## config.mk

```make
export PLATFORM = sky130hd
export DESIGN_NAME = dqpi_mul
export DESIGN_NICKNAME = d
export VERILOG_FILES = /design/src/dq_current_pi_controller_defines.svh /design/src/dqpi_pkg.sv /design/src/dqpi_mul.sv
export SDC_FILE = /design/constraint.sdc
export NUM_CORES = 2
export LEC_CHECK = 0
export ABC_AREA = 1
export BUFFER_PORTS_ARGS = -buffer_cell sky130_fd_sc_hd__buf_4
export CORE_ASPECT_RATIO = 1.4
export CORE_MARGIN = 3
export CORE_UTILIZATION = 50
export DETAILED_ROUTE_END_ITERATION = 7
export GPL_TIMING_DRIVEN = 0
export MAX_ROUTING_LAYER = met4
export PLACE_DENSITY = 0.81
export SYNTH_ARGS = -nofsm -noshare
export SYNTH_HDL_FRONTEND = slang
export SYNTH_SLANG_ARGS = --single-unit
export TNS_END_PERCENT = 1
```

## constraint.sdc

```tcl
create_clock -name clock -period 7.78 [get_ports clock]
set_input_delay 0.778 -clock clock [delete_from_list [all_inputs] [get_ports clock]]
set_output_delay 0.778 -clock clock [all_outputs]
set_load 0.01 [all_outputs]
```

## src/dq_current_pi_controller_defines.svh

```systemverilog
// Assertion macros for the dq current PI controller.
// Used by the top level only; depends on nothing else.
`ifndef DQ_CURRENT_PI_CONTROLLER_DEFINES_SVH
`define DQ_CURRENT_PI_CONTROLLER_DEFINES_SVH

// Same-cycle implication, disabled while reset is high.
`define DQPI_ASSERT_NOW(lbl, clk, rst, ante, cons) \
   lbl: assert property (@(posedge clk) disable iff (rst) (ante) |-> (cons)) \
      else $error("dqpi: same-cycle check failed");

// Next-cycle implication, disabled while reset is high.
`define DQPI_ASSERT_NEXT(lbl, clk, rst, ante, cons) \
   lbl: assert property (@(posedge clk) disable iff (rst) (ante) |=> (cons)) \
      else $error("dqpi: next-cycle check failed");

`endif

```

## src/dqpi_pkg.sv

```systemverilog
// Shared types and constants of the dq current PI controller.
// Used by every module of the block; depends on nothing.
package dqpi_pkg;

   localparam int GAIN_FRACTION_BITS_DEFAULT = 20;
   localparam int SAMPLE_WIDTH_DEFAULT       = 16;

   localparam int GAIN_W     = 24;
   localparam int LIMIT_W    = 15;
   localparam int DECAY_W    = 16;
   localparam int INTEG_W    = 32;
   localparam int MUL_W      = 32;
   localparam int DEN_W      = 32;
   localparam int SQ_W       = 62;
   localparam int CSR_DATA_W = 24;
   localparam int CSR_IDX_W  = 2;

   localparam logic [GAIN_W-1:0]  KP_RESET    = 24'd7485;
   localparam logic [GAIN_W-1:0]  KI_RESET    = 24'd5290;
   localparam logic [LIMIT_W-1:0] LIMIT_RESET = 15'd22702;
   localparam logic [DECAY_W-1:0] DECAY_RESET = 16'd64881;

   typedef enum logic [CSR_IDX_W-1:0] {
      CSR_PROPORTIONAL_GAIN,
      CSR_INTEGRAL_GAIN_STEP,
      CSR_DUTY_LIMIT,
      CSR_WINDUP_DECAY
   } csr_index_type;

   typedef enum logic [5:0] {
      ST_IDLE, ST_PD, ST_PQ, ST_VQ,
      ST_DVD_GO, ST_DVD_WAIT, ST_DVQ_GO, ST_DVQ_WAIT,
      ST_NORM, ST_SQD, ST_SQQ, ST_SQL, ST_CMP,
      ST_SQRT_GO, ST_SQRT_WAIT,
      ST_SCD, ST_SCD_GO, ST_SCD_WAIT, ST_SCQ, ST_SCQ_GO, ST_SCQ_WAIT,
      ST_DCD, ST_DCQ, ST_DC_END,
      ST_ITD, ST_ITQ, ST_IT_END,
      ST_PK1, ST_PK2, ST_PK3, ST_PK4, ST_PK5,
      ST_FINISH
   } dqpi_state_type;

endpackage

```

## src/dqpi_mul.sv

```systemverilog
// Shared signed multiplier with a registered product.
// Depends on dqpi_pkg for the operand width.
module dqpi_mul (
   input  logic                                  clock,
   input  logic signed [dqpi_pkg::MUL_W-1:0]     mul_a,
   input  logic signed [dqpi_pkg::MUL_W-1:0]     mul_b,
   output logic signed [2*dqpi_pkg::MUL_W-1:0]   mul_p_ff
);

   always_ff @(posedge clock) begin
      mul_p_ff <= mul_a * mul_b;
   end

endmodule

```

==> results.tsv <==
metric	value	unit
status	finished clean	
nets	6614	
cts_inserted_buffers	9	
syn_area_per_cell	7.85	um2
gr-total-overflow	0	
largest_reg_flops	64	
top_register	mul_p_ff	
antenna_found_initial	2	
hold-path-cell-count	3	
totalWireLength	147000	um
vias_per_cell	5.25	
tns	0	ns
cp-start-kind	primary input	
yosysSeqAreaShare	0.0319	
post-route-util	0.545	
grt_setup_unrepaired	true	
grt_pass1_wl	220000	um
cap_viol_max_count	0	
grt_usage	0.373	
cp-end-kind	register	
yosys.area_share.simple	0.175	
vias	33300	
globalplace.congestion	1.07	
synth_xor_area_frac	0.00741	
cts_sinks	64	
dieArea	0.0839	mm2
hp-class	in2reg	
synth_warnings	0	
cts_buffer_depth	2	
ios	129	
fp.dieW	246	um
post-route-min-period	7.70	ns
final-hold-violation-count	0	
dpl.hpwl	130000	um
cts_root_buf	clkbuf_16	
grt_pass1_vias	35600	
synth_cell_type_count	27	
synth_seq_cells	64	
syn-num-nets	6455	
slew_viol_final	0	
maxSlewHeadroom	0.190	
period_share	0.990	
drc_errors	0	
first_pass_iters	5	
avgRoutedWirePerCell	23.2	um
fmax	130	MHz
area_growth_syn_to_layout	7.64	%
grt_start_max_net_pins	23	
path_class	in2reg	
die_h	342	um
clk_pin_slew	0.06	ns
multi_input_area	0.0320	mm2
crit_required	7.99	ns
crit_start	mul_b[31]	
first_iter_violations	2649	
cts_max_level	3	
tightestPinTransition	1.22	ns
start_util	0.507	
num_rows	122	
crit_path_end	mul_p_ff[41]$_DFF_P_	
setup_viol	0	
reg.largest.list	mul_p_ff x64	
drive_gt1_frac	0.0726	
ctsHoldBuffers	0	
num-fill-cells	7484	
synth_top_family_by_area	adder cells	
antenna_left	0	
cp.arrival	7.91	ns
io_buffers	128	
postSynthCellCount	5124	
synth-compound-area-share	0.0126	
coreArea	0.0794	mm2
mappedNetlistArea	0.0402	mm2
register_area	0.00128	mm2
synthMuxAreaShare	0	
crit_fanout	10	
cts_tree	done	
hold_slack	0.693	ns
synth_fa_ha_area_frac	0.596	
==> placed cells by master (no fill, tap or decap), drive strengths merged <==
master	instances
bufinv	2
clkbuf	185
nand3	79
a21o	2
nand4	13
o21a	1
buf	163
clkinvlp	5
clkdlybuf4s15	1
diode	2
ha	184
o21ai	21
fa	1082
nand3b	6
dfxtp	64
inv	1698
xor2	31
or2	7
nor3	16
a21oi	63
o21bai	8
xnor2	3
nand2	1525
clkinv	2
nor2	127
==> cell usage after synthesis <==
master / n / share of area
a21o_1: 2 / 0.00037
a21oi_1: 62 / 0.0077
a21oi_2: 1 / 0.00022
clkbuf_1: 192 / 0.018
dfxtp_1: 64 / 0.032
fa_1: 1082 / 0.54
ha_1: 184 / 0.057
inv_1: 1692 / 0.16
inv_2: 8 / 0.00075
nand2_1: 1504 / 0.14
nand2_2: 21 / 0.0033
nand3_1: 73 / 0.0091
nand3_2: 6 / 0.0015
nand3b_1: 6 / 0.0011
nand4_1: 13 / 0.0020
nor2_1: 93 / 0.0087
nor2_2: 31 / 0.0048
nor2_4: 3 / 0.00084
nor3_1: 11 / 0.0014
nor3_2: 5 / 0.0012
o21a_1: 1 / 0.00019
o21ai_0: 17 / 0.0021
o21ai_1: 4 / 0.00050
o21bai_1: 8 / 0.0015
or2_2: 7 / 0.0011
xnor2_1: 3 / 0.00065
xor2_1: 31 / 0.0068
==> worst max-delay path: stages <==
cell and delay [ns]:
buf_4 0.16, inv_1 0.21, clkbuf_1 0.57, nor2_1 0.16
fa_1 0.54, fa_1 0.44, fa_1 0.59, fa_1 0.52
fa_1 0.54, fa_1 0.44, fa_1 0.58, inv_1 0.08
fa_1 0.52, inv_1 0.04, ha_1 0.41, nand2_1 0.18
inv_1 0.05, a21oi_1 0.29, o21ai_1 0.19, a21oi_1 0.17
nand3_1 0.10, xor2_1 0.34
==> timing repair <==
action	CTS	global route
buffers inserted	11	13
endpoints found under the hold margin	0	0
gates resized for setup	42	236
pin swaps	1	6
endpoints found under the setup margin	25	38
==> worst min-delay path by stage <==
| stage | start | slack, ns | to |
|---|---|---|---|
| 6_report | mul_b[0] | 0.69 | mul_p_ff[0]$_DFF_P_ |
| 3_5_place_dp | mul_b[0] | 1.05 | mul_p_ff[0]$_DFF_P_ |
| 3_3_place_gp | mul_b[0] | 1.04 | mul_p_ff[0]$_DFF_P_ |
| 2_1_floorplan | mul_b[0] | 0.88 | mul_p_ff[0]$_DFF_P_ |
| 4_1_cts | mul_b[0] | 0.69 | mul_p_ff[0]$_DFF_P_ |
| 5_1_grt | mul_b[0] | 0.73 | mul_p_ff[0]$_DFF_P_ |
==> metal layers <==
layer | share of wire | global-route usage | vias up
met2 | 0.49 | 0.612 | 1723
met4 | 0.10 | 0.290 | 0
met5 | 0 | - | -
met1 | 0.32 | 0.395 | 16600
li1 | - | - | 14300
met3 | 0.083 | 0.0744 | 675
==> logic make-up (layout without fill, tap and decap cells) <==
logic type | count (synthesis) | in the layout
flops | 64 | 64
buf+inv | 1892 | 2056
other cells | 0 | 2
compound gates | 95 | 95
xor+xnor | 34 | 34
fa+ha+maj | 1266 | 1266
simple gates | 1773 | 1773
==> stage by stage <==
step	std cells	setup slack, ns	instance area [um2]
final	6344	0.0795	43300
after global routing	6344	-0.0283	43300
after CTS	6331	0.00412	43000
after detailed placement	6306	-1.65	42500
after global placement	6306	-1.67	42500
after floorplan	5124	0.358	40200
==> final cells by class <==
class                           count  area share
Antenna cell                        2    0.000116
Buffer                            188      0.0197
Clock buffer                        9     0.00520
Clock inverter                      7     0.00237
Inverter                         1700       0.148
Multi-Input combinational cell   3168       0.738
Sequential cell                    64      0.0296
Tap cell                         1054      0.0305
Timing Repair Buffer              152      0.0264
Power is left out: the tool's default activity adds up to more than one toggle a clock period on the data nets, which glitch-free logic cannot reach.
