$ cat src/dq_current_pi_controller_defines.svh
// Assertion macros for the dq current PI controller.
// Used by the top level only; depends on nothing else.
`ifndef DQ_CURRENT_PI_CONTROLLER_DEFINES_SVH
`define DQ_CURRENT_PI_CONTROLLER_DEFINES_SVH

// Same-cycle implication, disabled while reset is high.
`define DQPI_ASSERT_NOW(lbl, clk, rst, ante, cons) \
   lbl: assert property (@(posedge clk) disable iff (rst) (ante) |-> (cons)) \
      else $error("dqpi: same-cycle check failed");

// Next-cycle implication, disabled while reset is high.
`define DQPI_ASSERT_NEXT(lbl, clk, rst, ante, cons) \
   lbl: assert property (@(posedge clk) disable iff (rst) (ante) |=> (cons)) \
      else $error("dqpi: next-cycle check failed");

`endif

$ cat src/dqpi_pkg.sv
// Shared types and constants of the dq current PI controller.
// Used by every module of the block; depends on nothing.
package dqpi_pkg;

   localparam int GAIN_FRACTION_BITS_DEFAULT = 20;
   localparam int SAMPLE_WIDTH_DEFAULT       = 16;

   localparam int GAIN_W     = 24;
   localparam int LIMIT_W    = 15;
   localparam int DECAY_W    = 16;
   localparam int INTEG_W    = 32;
   localparam int MUL_W      = 32;
   localparam int DEN_W      = 32;
   localparam int SQ_W       = 62;
   localparam int CSR_DATA_W = 24;
   localparam int CSR_IDX_W  = 2;

   localparam logic [GAIN_W-1:0]  KP_RESET    = 24'd7485;
   localparam logic [GAIN_W-1:0]  KI_RESET    = 24'd5290;
   localparam logic [LIMIT_W-1:0] LIMIT_RESET = 15'd22702;
   localparam logic [DECAY_W-1:0] DECAY_RESET = 16'd64881;

   typedef enum logic [CSR_IDX_W-1:0] {
      CSR_PROPORTIONAL_GAIN,
      CSR_INTEGRAL_GAIN_STEP,
      CSR_DUTY_LIMIT,
      CSR_WINDUP_DECAY
   } csr_index_type;

   typedef enum logic [5:0] {
      ST_IDLE, ST_PD, ST_PQ, ST_VQ,
      ST_DVD_GO, ST_DVD_WAIT, ST_DVQ_GO, ST_DVQ_WAIT,
      ST_NORM, ST_SQD, ST_SQQ, ST_SQL, ST_CMP,
      ST_SQRT_GO, ST_SQRT_WAIT,
      ST_SCD, ST_SCD_GO, ST_SCD_WAIT, ST_SCQ, ST_SCQ_GO, ST_SCQ_WAIT,
      ST_DCD, ST_DCQ, ST_DC_END,
      ST_ITD, ST_ITQ, ST_IT_END,
      ST_PK1, ST_PK2, ST_PK3, ST_PK4, ST_PK5,
      ST_FINISH
   } dqpi_state_type;

endpackage

$ cat src/dqpi_sqrt.sv
// Digit-by-digit integer square root, one result bit per cycle.
// Depends on dqpi_pkg for the radicand width.
module dqpi_sqrt (
   input  logic                              clock,
   input  logic                              reset,
   input  logic                              start,
   input  logic [dqpi_pkg::SQ_W-1:0]         radicand,
   output logic                              busy,
   output logic [dqpi_pkg::SQ_W/2-1:0]       root
);

   localparam int W = dqpi_pkg::SQ_W;

   logic [W-1:0] x_ff, x_in, r_ff, r_in, b_ff, b_in;
   logic         busy_ff, busy_in;
   logic [W:0]   trial;
   logic         ge;

   assign trial = {1'b0, r_ff} + {1'b0, b_ff};
   assign ge    = {1'b0, x_ff} >= trial;

   always_comb begin
      x_in    = x_ff;
      r_in    = r_ff;
      b_in    = b_ff;
      busy_in = busy_ff;
      if (start) begin
         x_in    = radicand;
         r_in    = '0;
         b_in    = W'(1) << (W - 2);
         busy_in = 1'b1;
      end else if (busy_ff) begin
         if (ge) begin
            x_in = x_ff - trial[W-1:0];
            r_in = (r_ff >> 1) + b_ff;
         end else begin
            r_in = r_ff >> 1;
         end
         b_in    = b_ff >> 2;
         busy_in = !b_ff[0];
      end
   end

   always_ff @(posedge clock) begin
      if (reset) begin
         busy_ff <= 1'b0;
      end else begin
         busy_ff <= busy_in;
      end
      x_ff <= x_in;
      r_ff <= r_in;
      b_ff <= b_in;
   end

   assign busy = busy_ff;
   assign root = r_ff[W/2-1:0];

endmodule

$ cat config.mk
export PLATFORM = sky130hd
export DESIGN_NAME = dqpi_sqrt
export DESIGN_NICKNAME = d
export VERILOG_FILES = /design/src/dq_current_pi_controller_defines.svh /design/src/dqpi_pkg.sv /design/src/dqpi_sqrt.sv
export SDC_FILE = /design/constraint.sdc
export NUM_CORES = 1
export LEC_CHECK = 0
export ABC_AREA = 1
export BUFFER_PORTS_ARGS = -buffer_cell sky130_fd_sc_hd__buf_2
export CORE_ASPECT_RATIO = 0.8
export CORE_MARGIN = 5
export CORE_UTILIZATION = 35
export CTS_CLUSTER_DIAMETER = 120
export DETAILED_ROUTE_END_ITERATION = 12
export PLACE_DENSITY = 0.54
export SETUP_SLACK_MARGIN = 0.1
export SLEW_MARGIN = 20
export SYNTH_ARGS = -nofsm -noshare
export SYNTH_HDL_FRONTEND = slang
export SYNTH_SLANG_ARGS = --single-unit
$ cat constraint.sdc
create_clock -name clock -period 11.65 [get_ports clock]
set_input_delay 1.165 -clock clock [delete_from_list [all_inputs] [get_ports clock]]
set_output_delay 1.165 -clock clock [all_outputs]
set_load 0.05 [all_outputs]
==> results of run 1 <==
## how the worst max path moves through the flow
stage,from,end,slack [ps]
after floorplan,r_ff[8],x_ff[0],6180
after global placement,r_ff[2],x_ff[59],4910
after detailed placement,r_ff[2],x_ff[14],4900
after CTS,r_ff[2],x_ff[21],4860
after global routing,r_ff[6],x_ff[52],4230
final,r_ff[12],x_ff[52],4720
## final cells by class
class                      instances  area, µm²
clock buffer                      19      442.9
clock inverter                    13      150.1
fill                            5571      30590
inverter                         389       1460
multi-input combinational       2266      11890
sequential                       156       3745
tap                              675      844.6
timing repair buffer             108      573.1
## cell families (layout without fill, tap and decap cells)
| group | after synthesis | in the layout | share of synthesized area |
|---|---|---|---|
| AO/OA/AOI/OAI | 570 | 570 | 0.1778 |
| XOR/XNOR | 125 | 125 | 0.06219 |
| flip-flops | 156 | 156 | 0.2127 |
| adder cells (fa/ha/maj) | 127 | 127 | 0.09069 |
| AND/OR/NAND/NOR | 1444 | 1444 | 0.3439 |
| buffers and inverters | 491 | 529 | 0.1129 |
## flip-flops by register name, indices dropped and copies added (netlist names)
register / count
x_ff: 62
b_ff: 31
r_ff: 62
busy: 1
## critical path: cells and delay by family (launching register included)
kind	cells	cell delay (ps)
compound gates	3	1030
fa+ha+maj	2	710
buf+inv	3	1320
flops	1	540
simple gates	23	2850
## metrics by stage
stage / util / setup slack, ps / std cells / cell area (µm²)
3_5_place_dp: 0.3725 / 4898 / 3594 / 18510
4_1_cts: 0.3844 / 4861 / 3626 / 19100
5_1_grt: 0.3844 / 4228 / 3626 / 19100
3_3_place_gp: 0.3725 / 4907 / 3594 / 18510
2_1_floorplan: - / 6184 / 2913 / 17600
6_report: 0.3844 / 4720 / 3626 / 19100
## synthesized netlist by cell type (10+ instances only)
cell,instances,share of area
nand4_1,26,0.0092
buf_4,34,0.014
o21ai_0,195,0.055
o21bai_1,22,0.0094
a31oi_1,16,0.0057
edfxtp_1,62,0.11
nor3_1,21,0.0060
a21oi_1,243,0.069
xor2_1,83,0.041
inv_1,387,0.083
buf_2,13,0.0037
o21a_1,13,0.0055
nand3_1,268,0.076
dfxtp_1,94,0.11
ha_1,126,0.090
nand2_1,726,0.15
nor2_1,334,0.071
or2_2,34,0.012
nor4_1,17,0.0060
clkbuf_1,50,0.011
a21boi_0,10,0.0043
o21ai_1,22,0.0063
xnor2_1,42,0.021
a21o_1,12,0.0051
## placed cells by master, fill, tap and decap left out, types with 16 or more instances in the layout
master and count:
inv_1 385, nand2_1 725, o21bai_1 22, nand4_1 26, nor2_1 334, ha_1 126, nor4_1 17, o21ai_1 22
buf_2 95, a21oi_1 243, o21ai_0 195, dfxtp_1 93, a31oi_1 16, clkbuf_16 17, nand3_1 268, or2_2 34
xnor2_1 42, nor3_1 21, edfxtp_1 62, xor2_1 83
## layer usage
metal	wire [µm]	vias up
met5	0	-
met4	1267	0
met3	6036	62
met2	29010	805
met1	34460	9008
li1	-	9599
## power by group
part	internal (µW)	switching (µW)
Sequential	760	150
Combinational	862	1840
Clock	326	277
==> flow_metrics.env, run 1 <==
export IMPL_grt_use_met3=0.05269
export IMPL_r2r_setup_slack_ps=4720
export IMPL_cts_sink_count=156
export IMPL_rr_startpoint="r_ff[12]"
export IMPL_clk_path_buf_depth=2
export IMPL_rows=73
export IMPL_syn_avg_cell_area_um2=6.043
export IMPL_detail_route_antenna_nets=0
export IMPL_fin_skew_ps=13.01
export IMPL_fin_hold_ws_ps=504.2
export IMPL_hold_depth=2
export IMPL_grt_use_met1=0.3790
export IMPL_grt_pass1_wl_mm=107.3
export IMPL_wl_per_cell_um=19.52
export IMPL_synthCells=2913
export IMPL_synth_edf_count=62
export IMPL_min_to="r_ff[0]"
export IMPL_overflow=0
export IMPL_vias=19470
export IMPL_initial_utilization=0.3543
export IMPL_ctsRootBufferMaster="clkbuf_16"
export IMPL_grt_usage=0.2507
export IMPL_numCtsBuffers=17
export IMPL_outcome="complete, no violations"
export IMPL_synth_seq_area_share=0.2127
export IMPL_cts_tree="yes"
export IMPL_dr_pass1_iters=5
export IMPL_reg2reg_depth=31
export IMPL_period_needed_ps=6930
export IMPL_fin_crit_sh=0.5949
export IMPL_syn2layout_area_growth_pct=8.500
export IMPL_synth_cell_area_um2=17600
export IMPL_drt_total_wl_mm=70.77
export IMPL_final_setup_tns_ps=0
export IMPL_place_congestion=1.010
export IMPL_max_slew_margin=0.3415
export IMPL_final_nets=3130
export IMPL_synth_main_ff_cell="dfxtp_1"
export IMPL_route_detailed_drc=0
export IMPL_crit_fanout=62
export IMPL_tightest_slew_ps=977.4
export IMPL_use_met2=0.3655
export IMPL_slowest_delay_ps=710
export IMPL_viasPerCell=5.371
export IMPL_place_detailed_hpwl_mm=57.13
export IMPL_busiest_layer="met1"
export IMPL_fmax_ghz=0.1443
export IMPL_ys_async_sr_fraction=0
export IMPL_report_final_slew_viol_count=0
export IMPL_hp_class="reg2reg"
export IMPL_ys_ff_latch=156
export IMPL_p_leak_uw=0.008230
export IMPL_clock_latency_ps=470
export IMPL_critPathSlowestCell="buf_4"
export IMPL_postCtsSetupBuffers=0
export IMPL_cp_required_ps=11740
export IMPL_crit_top_cell="nand2_1"
export IMPL_hold_viol_final=0
export IMPL_critical_path_class="reg2reg"
export IMPL_antenna_cells=0
export IMPL_rsz0062_at_grt="false"
export IMPL_rr_endpoint="x_ff[52]"
export IMPL_syn_nets=3105
export IMPL_grt_pass1_vias=17990
export IMPL_h_tree_depth=4
export IMPL_start_kind="flop"
export IMPL_ctsResizeCount=0
export IMPL_ys_warn_count=0
export IMPL_core_area_um2=49690
export IMPL_drt_initial_drc_count=2231
export IMPL_end_kind="flop"
export IMPL_finalPower_uw=4211
export IMPL_layout_drive_gt1_share=0.06574
export IMPL_antenna_found_initial=0
export IMPL_die_area_um2=54910
export IMPL_cp_data_arrival_time_ps=7020
export IMPL_hp_start="r_ff[0]"
export IMPL_path_clk_slew_ps=70
export IMPL_pwr_density_cell_nw_per_um2=220.5
export IMPL_die_w_um=260.7
export IMPL_maxCapViolations=0
export IMPL_ys_types=49
export IMPL_io_pins=97
export IMPL_setup_viol=0
export IMPL_grt_max_degree=77
export IMPL_cts_hold_buf=0
export IMPL_ir_worst_vdd_uv=129.5
export IMPL_dieHeight_um=210.6
export IMPL_port_buffers=96
Note: power is estimated with default switching activity, not from simulation.
==> run 2: changes to the inputs <==
clock period = 6.5 ns   (was 11.65 ns; I/O delays follow)
==> run 2 against run 1 <==
Effect of this change:
- final cell count about the same
- first-iteration DRC count decreased by 2.3%
- critical path depth decreased by 2
- combinational power increased by 81%
- count of clock-buffer cells in the layout decreased by 1
- total power increased by 81%
- sequential power increased by 79%
- utilization increased by 0.14 points
- cell area increased by 0.36%
- clock skew decreased by 1.4 ps
- largest cell class unchanged
- largest power group unchanged
- highest routed layer unchanged
==> flow_metrics.env, run 2 (same netlist as run 1, synthesis figures left out) <==
export IMPL_cts_sink_count=156
export IMPL_grt_pass1_wl_mm=106.3
export IMPL_hold_viol_final=0
export IMPL_tightest_slew_ps=949.2
export IMPL_fin_skew_ps=11.64
export IMPL_setup_viol=0
export IMPL_postCtsSetupBuffers=0
export IMPL_place_area_um2=18560
export IMPL_p_leak_uw=0.008266
export IMPL_route_detailed_drc=0
export IMPL_place_congestion=1.014
export IMPL_clk_path_buf_depth=2
export IMPL_rsz0062_at_grt="false"
export IMPL_end_kind="flop"
export IMPL_wl_per_cell_um=19.36
export IMPL_hp_start="reset"
export IMPL_maxCapViolations=0
export IMPL_vias=19580
export IMPL_dr_pass1_iters=5
export IMPL_cts_hold_buf=0
export IMPL_viasPerCell=5.397
export IMPL_initial_utilization=0.3543
export IMPL_critical_path_class="reg2reg"
export IMPL_pre_cts_ws_ps=424.3
export IMPL_grt_pass1_vias=17900
export IMPL_rows=73
export IMPL_min_to="busy"
export IMPL_r2r_setup_slack_ps=650
export IMPL_final_cell_mix="nand2_1, inv_1, nor2_1, nand3_1, a21oi_1"
export IMPL_detail_route_antenna_nets=0
export IMPL_layout_drive_gt1_share=0.06673
export IMPL_finalPower_uw=7606
export IMPL_port_buffers=96
export IMPL_rr_startpoint="r_ff[8]"
export IMPL_design_area_um2=19170
export IMPL_rr_endpoint="x_ff[11]"
export IMPL_io_pins=97
export IMPL_period_needed_ps=5849
export IMPL_max_slew_margin=0.3672
export IMPL_place_detailed_hpwl_mm=56.93
export IMPL_numCtsBuffers=17
export IMPL_cts_tree="yes"
export IMPL_fmax_ghz=0.1710
export IMPL_final_nets=3133
export IMPL_die_area_um2=54910
export IMPL_ir_worst_vdd_uv=233.3
export IMPL_h_tree_depth=4
export IMPL_clock_latency_ps=480
export IMPL_dieHeight_um=210.6
export IMPL_hold_depth=2
export IMPL_hp_class="in2reg"
export IMPL_path_clk_slew_ps=70
export IMPL_reg_largest_list="r_ff (62), x_ff (62), b_ff (31)"
export IMPL_crit_top_cell="nand2_1"
export IMPL_ctsResizeCount=0
export IMPL_final_setup_tns_ps=0
export IMPL_syn2layout_area_growth_pct=8.891
export IMPL_antenna_found_initial=0
export IMPL_cp_data_arrival_time_ps=6030
export IMPL_fin_crit_sh=0.8998
export IMPL_reg2reg_depth=29
export IMPL_final_common_cell="nand2_1"
export IMPL_grt_usage=0.2479
export IMPL_crit_fanout=25
export IMPL_worst_slack_ps=651.3
export IMPL_report_final_slew_viol_count=0
export IMPL_critPathSlowestCell="dfxtp_1"
export IMPL_overflow=0
export IMPL_drt_initial_drc_count=2179
export IMPL_grt_max_degree=75
export IMPL_ctsRootBufferMaster="clkbuf_16"
export IMPL_start_kind="flop"
export IMPL_die_w_um=260.7
export IMPL_slowest_delay_ps=520
export IMPL_cp_required_ps=6680
export IMPL_core_area_um2=49690
export IMPL_antenna_cells=0
export IMPL_final_util=0.3858
export IMPL_drt_total_wl_mm=70.23
export IMPL_outcome="complete, no violations"
export IMPL_pwr_density_cell_nw_per_um2=396.8
[run 2: report_power, final]
group	internal [µW]	switching [µW]
clock network	615	486
logic	1560	3320
registers	1360	267
total	3540	4070
[run 2: how the worst max path moves through the flow]
stage          depth (start not counted)  startpoint  endpoint  slack (ps)
6_report                              29     r_ff[8]  x_ff[11]         650
4_1_cts                               29     r_ff[6]  x_ff[11]         390
3_5_place_dp                          29     r_ff[6]  x_ff[11]         420
3_3_place_gp                          29     r_ff[8]  x_ff[10]         450
5_1_grt                               29     r_ff[6]  x_ff[11]         200
2_1_floorplan                         30     r_ff[8]   x_ff[0]        1030
[run 2: critical path: cells and delay by family, from the launching register on]
kind	cells	cell delay [ps]
fa+ha+maj	2	720
buf+inv	2	350
xor+xnor	1	240
compound gates	3	910
simple gates	21	2770
flops	1	520
[run 2: final cells by class]
cell class | count | area, µm²
Clock buffer | 18 | 439.2
Clock inverter | 12 | 163.9
Tap cell | 675 | 844.6
Multi-Input combinational cell | 2266 | 11890
Fill cell | 5587 | 30520
Sequential cell | 156 | 3745
Inverter | 389 | 1460
Timing Repair Buffer | 111 | 624.3
[run 2: metrics by stage]
| step | hold slack (ps) | std cells |
|---|---|---|
| 2_1_floorplan | 463.1 | 2913 |
| 4_1_cts | 294.7 | 3627 |
| 5_1_grt | 301.6 | 3627 |
| 6_report | 311.5 | 3627 |
| 3_3_place_gp | 487.7 | 3597 |
| 3_5_place_dp | 493.9 | 3597 |
[run 2: layer usage]
metal,track usage,vias up,part of all wire
met5,0,-,0
met4,0.05263,0,0.019
met3,0.05305,71,0.081
met2,0.3647,754,0.41
met1,0.3720,9129,0.49
li1,-,9621,-
