**config.mk**
```make
export PLATFORM = sky130hd
export DESIGN_NAME = dqpi_div
export DESIGN_NICKNAME = d
export VERILOG_FILES = /design/src/dq_current_pi_controller_defines.svh /design/src/dqpi_pkg.sv /design/src/dqpi_div.sv
export SDC_FILE = /design/constraint.sdc
export NUM_CORES = 1
export LEC_CHECK = 0
export ABC_AREA = 0
export BUFFER_PORTS_ARGS = -buffer_cell sky130_fd_sc_hd__buf_2
export CAP_MARGIN = 40
export CELL_PAD_IN_SITES_DETAIL_PLACEMENT = 1
export CELL_PAD_IN_SITES_GLOBAL_PLACEMENT = 1
export CORE_AREA = 3 3 135 137
export CTS_CLUSTER_DIAMETER = 200
export DETAILED_ROUTE_END_ITERATION = 12
export DIE_AREA = 0 0 138 140
export PLACE_DENSITY_LB_ADDON = 0.05
export SLEW_MARGIN = 15
export SYNTH_ARGS = -nofsm -noshare
export SYNTH_HDL_FRONTEND = slang
export SYNTH_SLANG_ARGS = --single-unit
```
**constraint.sdc**
```tcl
create_clock -name clock -period 2.56 [get_ports clock]
set_input_delay 0.256 -clock clock [delete_from_list [all_inputs] [get_ports clock]]
set_output_delay 0.256 -clock clock [all_outputs]
set_load 0.01 [all_outputs]
```
**src/dq_current_pi_controller_defines.svh**
```systemverilog
// Assertion macros for the dq current PI controller.
// Used by the top level only; depends on nothing else.
`ifndef DQ_CURRENT_PI_CONTROLLER_DEFINES_SVH
`define DQ_CURRENT_PI_CONTROLLER_DEFINES_SVH

// Same-cycle implication, disabled while reset is high.
`define DQPI_ASSERT_NOW(lbl, clk, rst, ante, cons) \
   lbl: assert property (@(posedge clk) disable iff (rst) (ante) |-> (cons)) \
      else $error("dqpi: same-cycle check failed");

// Next-cycle implication, disabled while reset is high.
`define DQPI_ASSERT_NEXT(lbl, clk, rst, ante, cons) \
   lbl: assert property (@(posedge clk) disable iff (rst) (ante) |=> (cons)) \
      else $error("dqpi: next-cycle check failed");

`endif

```
**src/dqpi_pkg.sv**
```systemverilog
// Shared types and constants of the dq current PI controller.
// Used by every module of the block; depends on nothing.
package dqpi_pkg;

   localparam int GAIN_FRACTION_BITS_DEFAULT = 20;
   localparam int SAMPLE_WIDTH_DEFAULT       = 16;

   localparam int GAIN_W     = 24;
   localparam int LIMIT_W    = 15;
   localparam int DECAY_W    = 16;
   localparam int INTEG_W    = 32;
   localparam int MUL_W      = 32;
   localparam int DEN_W      = 32;
   localparam int SQ_W       = 62;
   localparam int CSR_DATA_W = 24;
   localparam int CSR_IDX_W  = 2;

   localparam logic [GAIN_W-1:0]  KP_RESET    = 24'd7485;
   localparam logic [GAIN_W-1:0]  KI_RESET    = 24'd5290;
   localparam logic [LIMIT_W-1:0] LIMIT_RESET = 15'd22702;
   localparam logic [DECAY_W-1:0] DECAY_RESET = 16'd64881;

   typedef enum logic [CSR_IDX_W-1:0] {
      CSR_PROPORTIONAL_GAIN,
      CSR_INTEGRAL_GAIN_STEP,
      CSR_DUTY_LIMIT,
      CSR_WINDUP_DECAY
   } csr_index_type;

   typedef enum logic [5:0] {
      ST_IDLE, ST_PD, ST_PQ, ST_VQ,
      ST_DVD_GO, ST_DVD_WAIT, ST_DVQ_GO, ST_DVQ_WAIT,
      ST_NORM, ST_SQD, ST_SQQ, ST_SQL, ST_CMP,
      ST_SQRT_GO, ST_SQRT_WAIT,
      ST_SCD, ST_SCD_GO, ST_SCD_WAIT, ST_SCQ, ST_SCQ_GO, ST_SCQ_WAIT,
      ST_DCD, ST_DCQ, ST_DC_END,
      ST_ITD, ST_ITQ, ST_IT_END,
      ST_PK1, ST_PK2, ST_PK3, ST_PK4, ST_PK5,
      ST_FINISH
   } dqpi_state_type;

endpackage

```
**src/dqpi_div.sv**
```systemverilog
// Restoring divider, one quotient bit per cycle, unsigned operands.
// Depends on dqpi_pkg for the divisor width.
module dqpi_div #(
   parameter int NUM_W = dqpi_pkg::SAMPLE_WIDTH_DEFAULT + 32
) (
   input  logic                          clock,
   input  logic                          reset,
   input  logic                          start,
   input  logic [NUM_W-1:0]              num,
   input  logic [dqpi_pkg::DEN_W-1:0]    den,
   output logic                          busy,
   output logic [NUM_W-1:0]              quo
);

   localparam int CNT_W = $clog2(NUM_W + 1);
   localparam int DW    = dqpi_pkg::DEN_W;

   logic [DW-1:0]    rem_ff, rem_in, den_ff, den_in;
   logic [NUM_W-1:0] quo_ff, quo_in;
   logic [CNT_W-1:0] cnt_ff, cnt_in;
   logic             busy_ff, busy_in;
   logic [DW:0]      trial, diff;
   logic             ge;

   assign trial = {rem_ff, quo_ff[NUM_W-1]};
   assign diff  = trial - {1'b0, den_ff};
   assign ge    = trial >= {1'b0, den_ff};

   always_comb begin
      rem_in  = rem_ff;
      quo_in  = quo_ff;
      den_in  = den_ff;
      cnt_in  = cnt_ff;
      busy_in = busy_ff;
      if (start) begin
         rem_in  = '0;
         quo_in  = num;
         den_in  = den;
         cnt_in  = CNT_W'(NUM_W);
         busy_in = 1'b1;
      end else if (busy_ff) begin
         rem_in  = ge ? diff[DW-1:0] : trial[DW-1:0];
         quo_in  = {quo_ff[NUM_W-2:0], ge};
         cnt_in  = cnt_ff - 1'b1;
         busy_in = (cnt_ff != CNT_W'(1));
      end
   end

   always_ff @(posedge clock) begin
      if (reset) begin
         busy_ff <= 1'b0;
         cnt_ff  <= '0;
      end else begin
         busy_ff <= busy_in;
         cnt_ff  <= cnt_in;
      end
      rem_ff <= rem_in;
      quo_ff <= quo_in;
      den_ff <= den_in;
   end

   assign busy = busy_ff;
   assign quo  = quo_ff;

endmodule

```
==> results of run 1 <==
[layer usage]
metal	share of wire (%)	routed length [µm]
met3	3.7	725
met5	0	0
met4	1.4	267
met1	42	8296
met2	53	10290
[power breakdown]
group | total, mW | leakage, nW | internal [mW] | switching [mW]
clock network | 2.17 | 0.262 | 1.24 | 0.927
registers | 2.36 | 1.12 | 2.26 | 0.102
logic | 1.98 | 2.90 | 1.04 | 0.945
[Yosys cell counts, drive strengths merged (3+ instances only)]
library cell and instances:
dfxtp 39, nor3 13, nand2 33, nor2 63
nand3 10, o211ai 4, buf 8, nand2b 3
a211oi 32, a311oi 5, o31ai 4, a21o 6
mux2i 26, mux2 47, nand4 7, o21ai 19
xnor2 19, a21oi 30, xor2 12, and3 3
clkbuf 20, edfxtp 80, inv 42, a31oi 3
ha 34, or2 3, o21a 4
[how the worst max path moves through the flow]
stage	startpoint	endpoint	slack (ns)	cells after the start
floorplan	quo[47]$_DFFE_PP_	rem_ff[4]$_SDFFE_PP0P_	0.01	12
global placement	den_ff[19]$_DFFE_PP_	rem_ff[1]$_SDFFE_PP0P_	-0.21	11
detailed placement	den_ff[15]$_DFFE_PP_	rem_ff[24]$_SDFFE_PP0P_	-0.27	12
CTS	den_ff[1]$_DFFE_PP_	rem_ff[21]$_SDFFE_PP0P_	-0.17	13
global route	den_ff[3]$_DFFE_PP_	rem_ff[27]$_SDFFE_PP0P_	-0.30	13
finish	den_ff[3]$_DFFE_PP_	rem_ff[21]$_SDFFE_PP0P_	-0.21	13
[state kept, by name, indices dropped and copies added, names as in the netlist]
signal  flops
rem_ff     32
den_ff     32
busy        1
cnt_ff      6
quo        48
[cells in the final DEF (no fill, tap or decap), drive strengths merged, types with 10 or more instances in the layout]
cell type	Yosys	final
a211oi	32	32
inv	42	44
buf	8	272
nor3	13	13
clkinv	0	11
edfxtp	80	80
mux2i	26	26
a21oi	30	30
dlygate4sd3	0	30
o21ai	19	19
clkbuf	20	19
ha	34	34
nor2	63	63
nand2	33	33
xnor2	19	19
mux2	47	47
dfxtp	39	39
xor2	12	12
nand3	10	10
[final cells by class]
type / count / area [µm²]
inverter: 42 / 157.7
clock inverter: 14 / 105.1
clock buffer: 18 / 429.2
tap: 225 / 281.5
sequential: 119 / 3186
multi-input combinational: 414 / 3666
timing repair buffer: 303 / 2195
fill: 1905 / 7157
[timing repair]
item | CTS | global route
gates resized for setup | 58 | 67
hold buffers | 30 | 0
buffers inserted | 18 | 19
setup endpoints to repair | 33 | 33
pin swaps | 40 | 39
endpoints found under the hold margin | 30 | 0
cloned | 2 | 1
[through the flow]
step	util, %	instances	hold slack, ns	power [mW]	worst slack [ns]
after floorplan	-	603	0.3284	3.263	0.01200
after global placement	48.00	1038	0.4328	3.878	-0.2082
after detailed placement	48.00	1038	0.4344	3.922	-0.2747
after CTS	56.04	1120	0.002043	6.409	-0.1727
after global routing	58.33	1135	0.005604	6.861	-0.2976
final	58.33	1135	0.02947	6.506	-0.2135
[logic make-up (layout without fill, tap and decap cells)]
group / count (synthesis) / after routing / synth area share [%]
AOI/OAI and AO/OA: 124 / 124 / 13.47
xor gates and xnor gates: 31 / 31 / 4.117
adders and majority gates: 35 / 35 / 6.754
buffers and inverters: 70 / 377 / 4.686
DFF: 119 / 119 / 48.26
muxes: 73 / 73 / 11.97
and+or+nand+nor: 151 / 151 / 10.74
[worst max-delay path, stage by stage, from the launching register on]
cell      delay [ns]
edfxtp_1        0.32
inv_1           0.07
ha_4            0.30
nand2_2         0.09
a211oi_4        0.24
o21a_2          0.19
a41oi_4         0.11
buf_4           0.17
o31ai_4         0.29
buf_4           0.17
nand4_1         0.11
o41a_1          0.13
a31o_1          0.20
a311oi_2        0.28
==> reports/metrics.csv, run 1 <==
metric;value;unit
WHS Path Cells;1;
Vias;5731;
Die H;140;µm
Root Buffer;clkbuf_16;
H-tree levels;4;
max_slew headroom;55.32;%
min Tclk post-route;2.773;ns
met3 GRT Util;4.643;%
largest net degree at the start of global routing;49;
synthesis-to-layout area growth;51.93;%
DP Area;8245;µm²
first-pass GRT wire length;31.08;mm
Seq/Total Area, Yosys;48.26;%
CTS tree;yes;
Post-synth EDFFs;80;
gpl congestion;0.8665;
Worst Max-Slew Pin Slew;0.6609;ns
Final Hold Vio Count;0;
TritonRoute pass-1 iters;4;
RR Startpoint;den_ff[3]$_DFFE_PP_;
Final WS setup;-0.2135;ns
max-cap violations;0;
DRT antenna net count;0;
pwr/cell area;649.3;nW/µm²
reg-to-reg setup timing slack;-0.21;ns
startpoint types;flip-flop;
Initial Util;38.40;%
Final setup violation count;30;
failing checks;setup timing;
CTS Buf Count;17;
number of global-route vias before repair;6227;
maximum vdd drop;0.0004700;V
leakage;4.285;nW
port buffer count;131;
via/cell ratio;5.049;
top post-synthesis cells by area;edfxtp_1, dfxtp_1, mux2_2;
final wirelength;19.58;mm
Setup TNS;-2.556;ns
Primary FF master, synth;edfxtp_1;
number of remaining DRC errors;0;
Ports;132;
met2 Usage GRT;35.43;%
fin area;10020;µm²
HP Class;in -> reg;
core box area;17180;µm²
routing usage on met1;23.50;%
period utilization;108.3;%
clk_skew;0.01351;ns
Tot GR Track Use;19.73;%
maximum achievable frequency;360.6;MHz
clk slew on worst S/H paths;0.06;ns
DP HPWL;13.34;mm
min-delay src;den[22];
Layout Nets;1015;
yosys warns;0;
Crit path required time;2.87;ns
Mapped Cells;603;
die width;138;µm
die area;19320;µm²
# diodes;0;
Detailed Route Iter0 Violations;219;
final-report max-slew violation count;0;
Yosys top cell area share;36.43;%
Crit Path Category;reg -> reg;
DR WL/cell;17.25;µm
GRT busiest layer;met2;
Worst Hold Path EP;den_ff[22]$_DFFE_PP_;
share of cells above drive strength 1;49.89;%
fraction of registers with async set/reset;0;%
Syn Area/Cell;10.94;µm²
gr ovfl total;0;
Max Root-Sink Buffers;2;
critical path peak fanout;4;
Synth Net Count;721;
post-synthesis register bit count;119;
clk_lat worst skew;0.43;ns
R2R cell count;13;
status;finished, violations left;
row count;48;
Synth Cell Area;6595;µm²
clock net sink count;119;
setup repair after global routing missed its margin;yes;
initial antenna violation count;0;
CP Data Arrival Time;3.09;ns
FF-to-FF End;rem_ff[21]$_SDFFE_PP0P_;
Setup crit end kind;flip-flop;
largest area contributor in the netlist;edfxtp_1;
Unique masters post-synth;67;
(Power assumes the default switching activity.)
==> run 2, diff against run 1 <==
--- a/config.mk
+++ b/config.mk
@@ -10,10 +10,10 @@
 export CAP_MARGIN = 40
 export CELL_PAD_IN_SITES_DETAIL_PLACEMENT = 1
 export CELL_PAD_IN_SITES_GLOBAL_PLACEMENT = 1
-export CORE_AREA = 3 3 135 137
+export CORE_AREA = 2 2 134 136
 export CTS_CLUSTER_DIAMETER = 200
 export DETAILED_ROUTE_END_ITERATION = 12
-export DIE_AREA = 0 0 138 140
+export DIE_AREA = 0 0 136 138
 export PLACE_DENSITY_LB_ADDON = 0.05
 export SLEW_MARGIN = 15
 export SYNTH_ARGS = -nofsm -noshare
==> run 2 against run 1 <==
Against the previous run: hold slack worse by 0.0080 ns; clock skew down 0.0034 ns; fmax down 1.0%; routed wire length down 1.4%; die area down 2.9%; non-clock buffer count up 6; combinational power down 5%; register-to-register slack worse by 0.03 ns; utilization down 1.6 points; worst setup slack worse by 0.029 ns; flip-flop and latch count unchanged; via count up 1.1%; largest cell class unchanged; the run still ends with setup timing left.
==> reports/metrics.csv, run 2 (synthesized netlist as in run 1, its figures left out) <==
metric;value;unit
hold_ws;0.02143;ns
Vias;5796;
fin area;9945;µm²
Root Buffer;clkbuf_16;
Setup crit end kind;flip-flop;
DRT antenna net count;0;
port buffer count;131;
Core Util, Final;56.71;%
Worst Max-Slew Pin Slew;0.6064;ns
pwr/cell area;667.2;nW/µm²
gpl congestion;0.8077;
CP Data Arrival Time;3.13;ns
Layout Nets;1022;
DP Area;8386;µm²
max_slew headroom;59.57;%
period utilization;109.5;%
TritonRoute pass-1 iters;4;
GRT busiest layer;met2;
most frequent cells in the layout;buf_4, buf_2, edfxtp_1;
number of remaining DRC errors;0;
number of global-route vias before repair;6334;
Ports;132;
final-report max-slew violation count;0;
most frequent CP cell;nand2_1;
Initial Util;37.61;%
Crit-path slowest cell;or4b_1;
status;finished, violations left;
leakage;4.309;nW
DP HPWL;13.18;mm
H-tree levels;4;
Final WS setup;-0.2423;ns
startpoint types;flip-flop;
Detailed Route Iter0 Violations;158;
met3 GRT Util;5.501;%
core box area;17530;µm²
clock net sink count;119;
largest net degree at the start of global routing;49;
crit-path max cell delay;0.47;ns
Crit Path Category;reg -> reg;
via/cell ratio;5.058;
Logic pwr share;28.5;%
initial antenna violation count;0;
routing usage on met1;24.74;%
gr ovfl total;0;
Final Hold Vio Count;0;
commonest non-fill, non-tap cell in the layout;buf_4;
Die H;138;µm
die area;18770;µm²
setup repair after global routing missed its margin;yes;
clk_skew;0.01007;ns
synthesis-to-layout area growth;50.79;%
first-pass GRT wire length;31.31;mm
crit path cell chain;inv_1, ha_1, nand2_1, nor3_2, nand2_1, o21ai_2, a21oi_1, nor2_2, o21ai_4, buf_6, or4b_1, o311ai_1;
Crit path required time;2.89;ns
Max Root-Sink Buffers;2;
Fill cells;1936;
Final setup violation count;32;
critical path peak fanout;7;
DR WL/cell;16.84;µm
maximum achievable frequency;356.8;MHz
clk_lat worst skew;0.43;ns
max reg flops;48;
row count;49;
Clock power frac;35.9;%
P_int;4.674;mW
maximum vdd drop;0.0005083;V
share of cells above drive strength 1;47.55;%
Switching Fraction;29.55;%
final wirelength;19.30;mm
switching pwr;1.961;mW
DP Worst Slack;-0.4220;ns
max-cap violations;0;
met2 Usage GRT;36.58;%
Tot GR Track Use;20.95;%
# diodes;0;
clk slew on worst S/H paths;0.06;ns
CTS Buf Count;17;
CTS tree;yes;
min Tclk post-route;2.802;ns
sequential share of power;35.6;%
die width;136;µm
failing checks;setup timing;
HP Class;in -> reg;
[run 2: changes by cell type in the layout (fill, tap and decap cells not counted), sizes merged]
cell | before | now
buf | 272 | 279
clkbuf | 19 | 18
o21ai | 19 | 20
clkinvlp | 1 | 3
bufinv | 0 | 2
clkinv | 11 | 5
inv | 44 | 46
[run 2: metal layers]
layer	routed length (µm)	vias to the layer above
met5	0	-
met4	351	0
met3	920	31
met2	9860	141
met1	8168	2798
li1	-	2826
[run 2: power by group through the flow]
stage	clock network [mW]	registers, mW	logic (mW)
6_report	2.38	2.36	1.89
5_1_grt	2.53	2.39	2.06
3_5_place_dp	0	2.39	1.57
4_1_cts	2.45	2.36	1.76
2_1_floorplan	0	2.41	0.849
3_3_place_gp	0	2.38	1.53
[run 2: path summary, 6_finish.rpt]
| path | startpoint | to | slack (ns) | cells past startpoint |
|---|---|---|---|---|
| min reg2reg | rem_ff[24]$_SDFFE_PP0P_ | rem_ff[24]$_SDFFE_PP0P_ | 0.51 | 2 |
| min | den[4] | den_ff[4]$_DFFE_PP_ | 0.02 | 1 |
| max reg2reg | den_ff[26]$_DFFE_PP_ | rem_ff[1]$_SDFFE_PP0P_ | -0.24 | 12 |
| max | den_ff[26]$_DFFE_PP_ | rem_ff[1]$_SDFFE_PP0P_ | -0.24 | 12 |
[run 2: what timing repair did]
| action | in CTS | in global routing |
|---|---|---|
| hold endpoints to repair | 30 | 0 |
| hold buffers | 30 | 0 |
| setup buffers | 15 | 10 |
| pin swaps | 31 | 31 |
| resized for setup | 44 | 51 |
| gates cloned | 1 | 0 |
| setup endpoints to repair | 33 | 33 |
[run 2: worst max-delay path: cells and delay by family (launching register included)]
family	cells	cell delay, ns
simple gates	5	1.26
compound gates	4	0.53
fa+ha+maj	1	0.41
flops	1	0.32
buf+inv	2	0.18
[run 2: per-stage QoR]
stage	setup TNS, ns	cells	power [mW]
CTS	-3.513	1138	6.566
detailed placement	-11.92	1060	3.957
floorplan	0	603	3.263
global placement	-8.026	1060	3.913
finish	-4.830	1146	6.635
global route	-9.758	1146	6.977
[run 2: area by class of cell]
type	count	area, µm²	area share (%)
clock buffers	18	429.2	4.316
clock inverters	14	151.4	1.522
inverters	42	157.7	1.585
multi-input cells	415	3563	35.83
flip-flops and latches	119	3184	32.02
well taps	229	286.5	2.881
repair buffers	309	2172	21.84
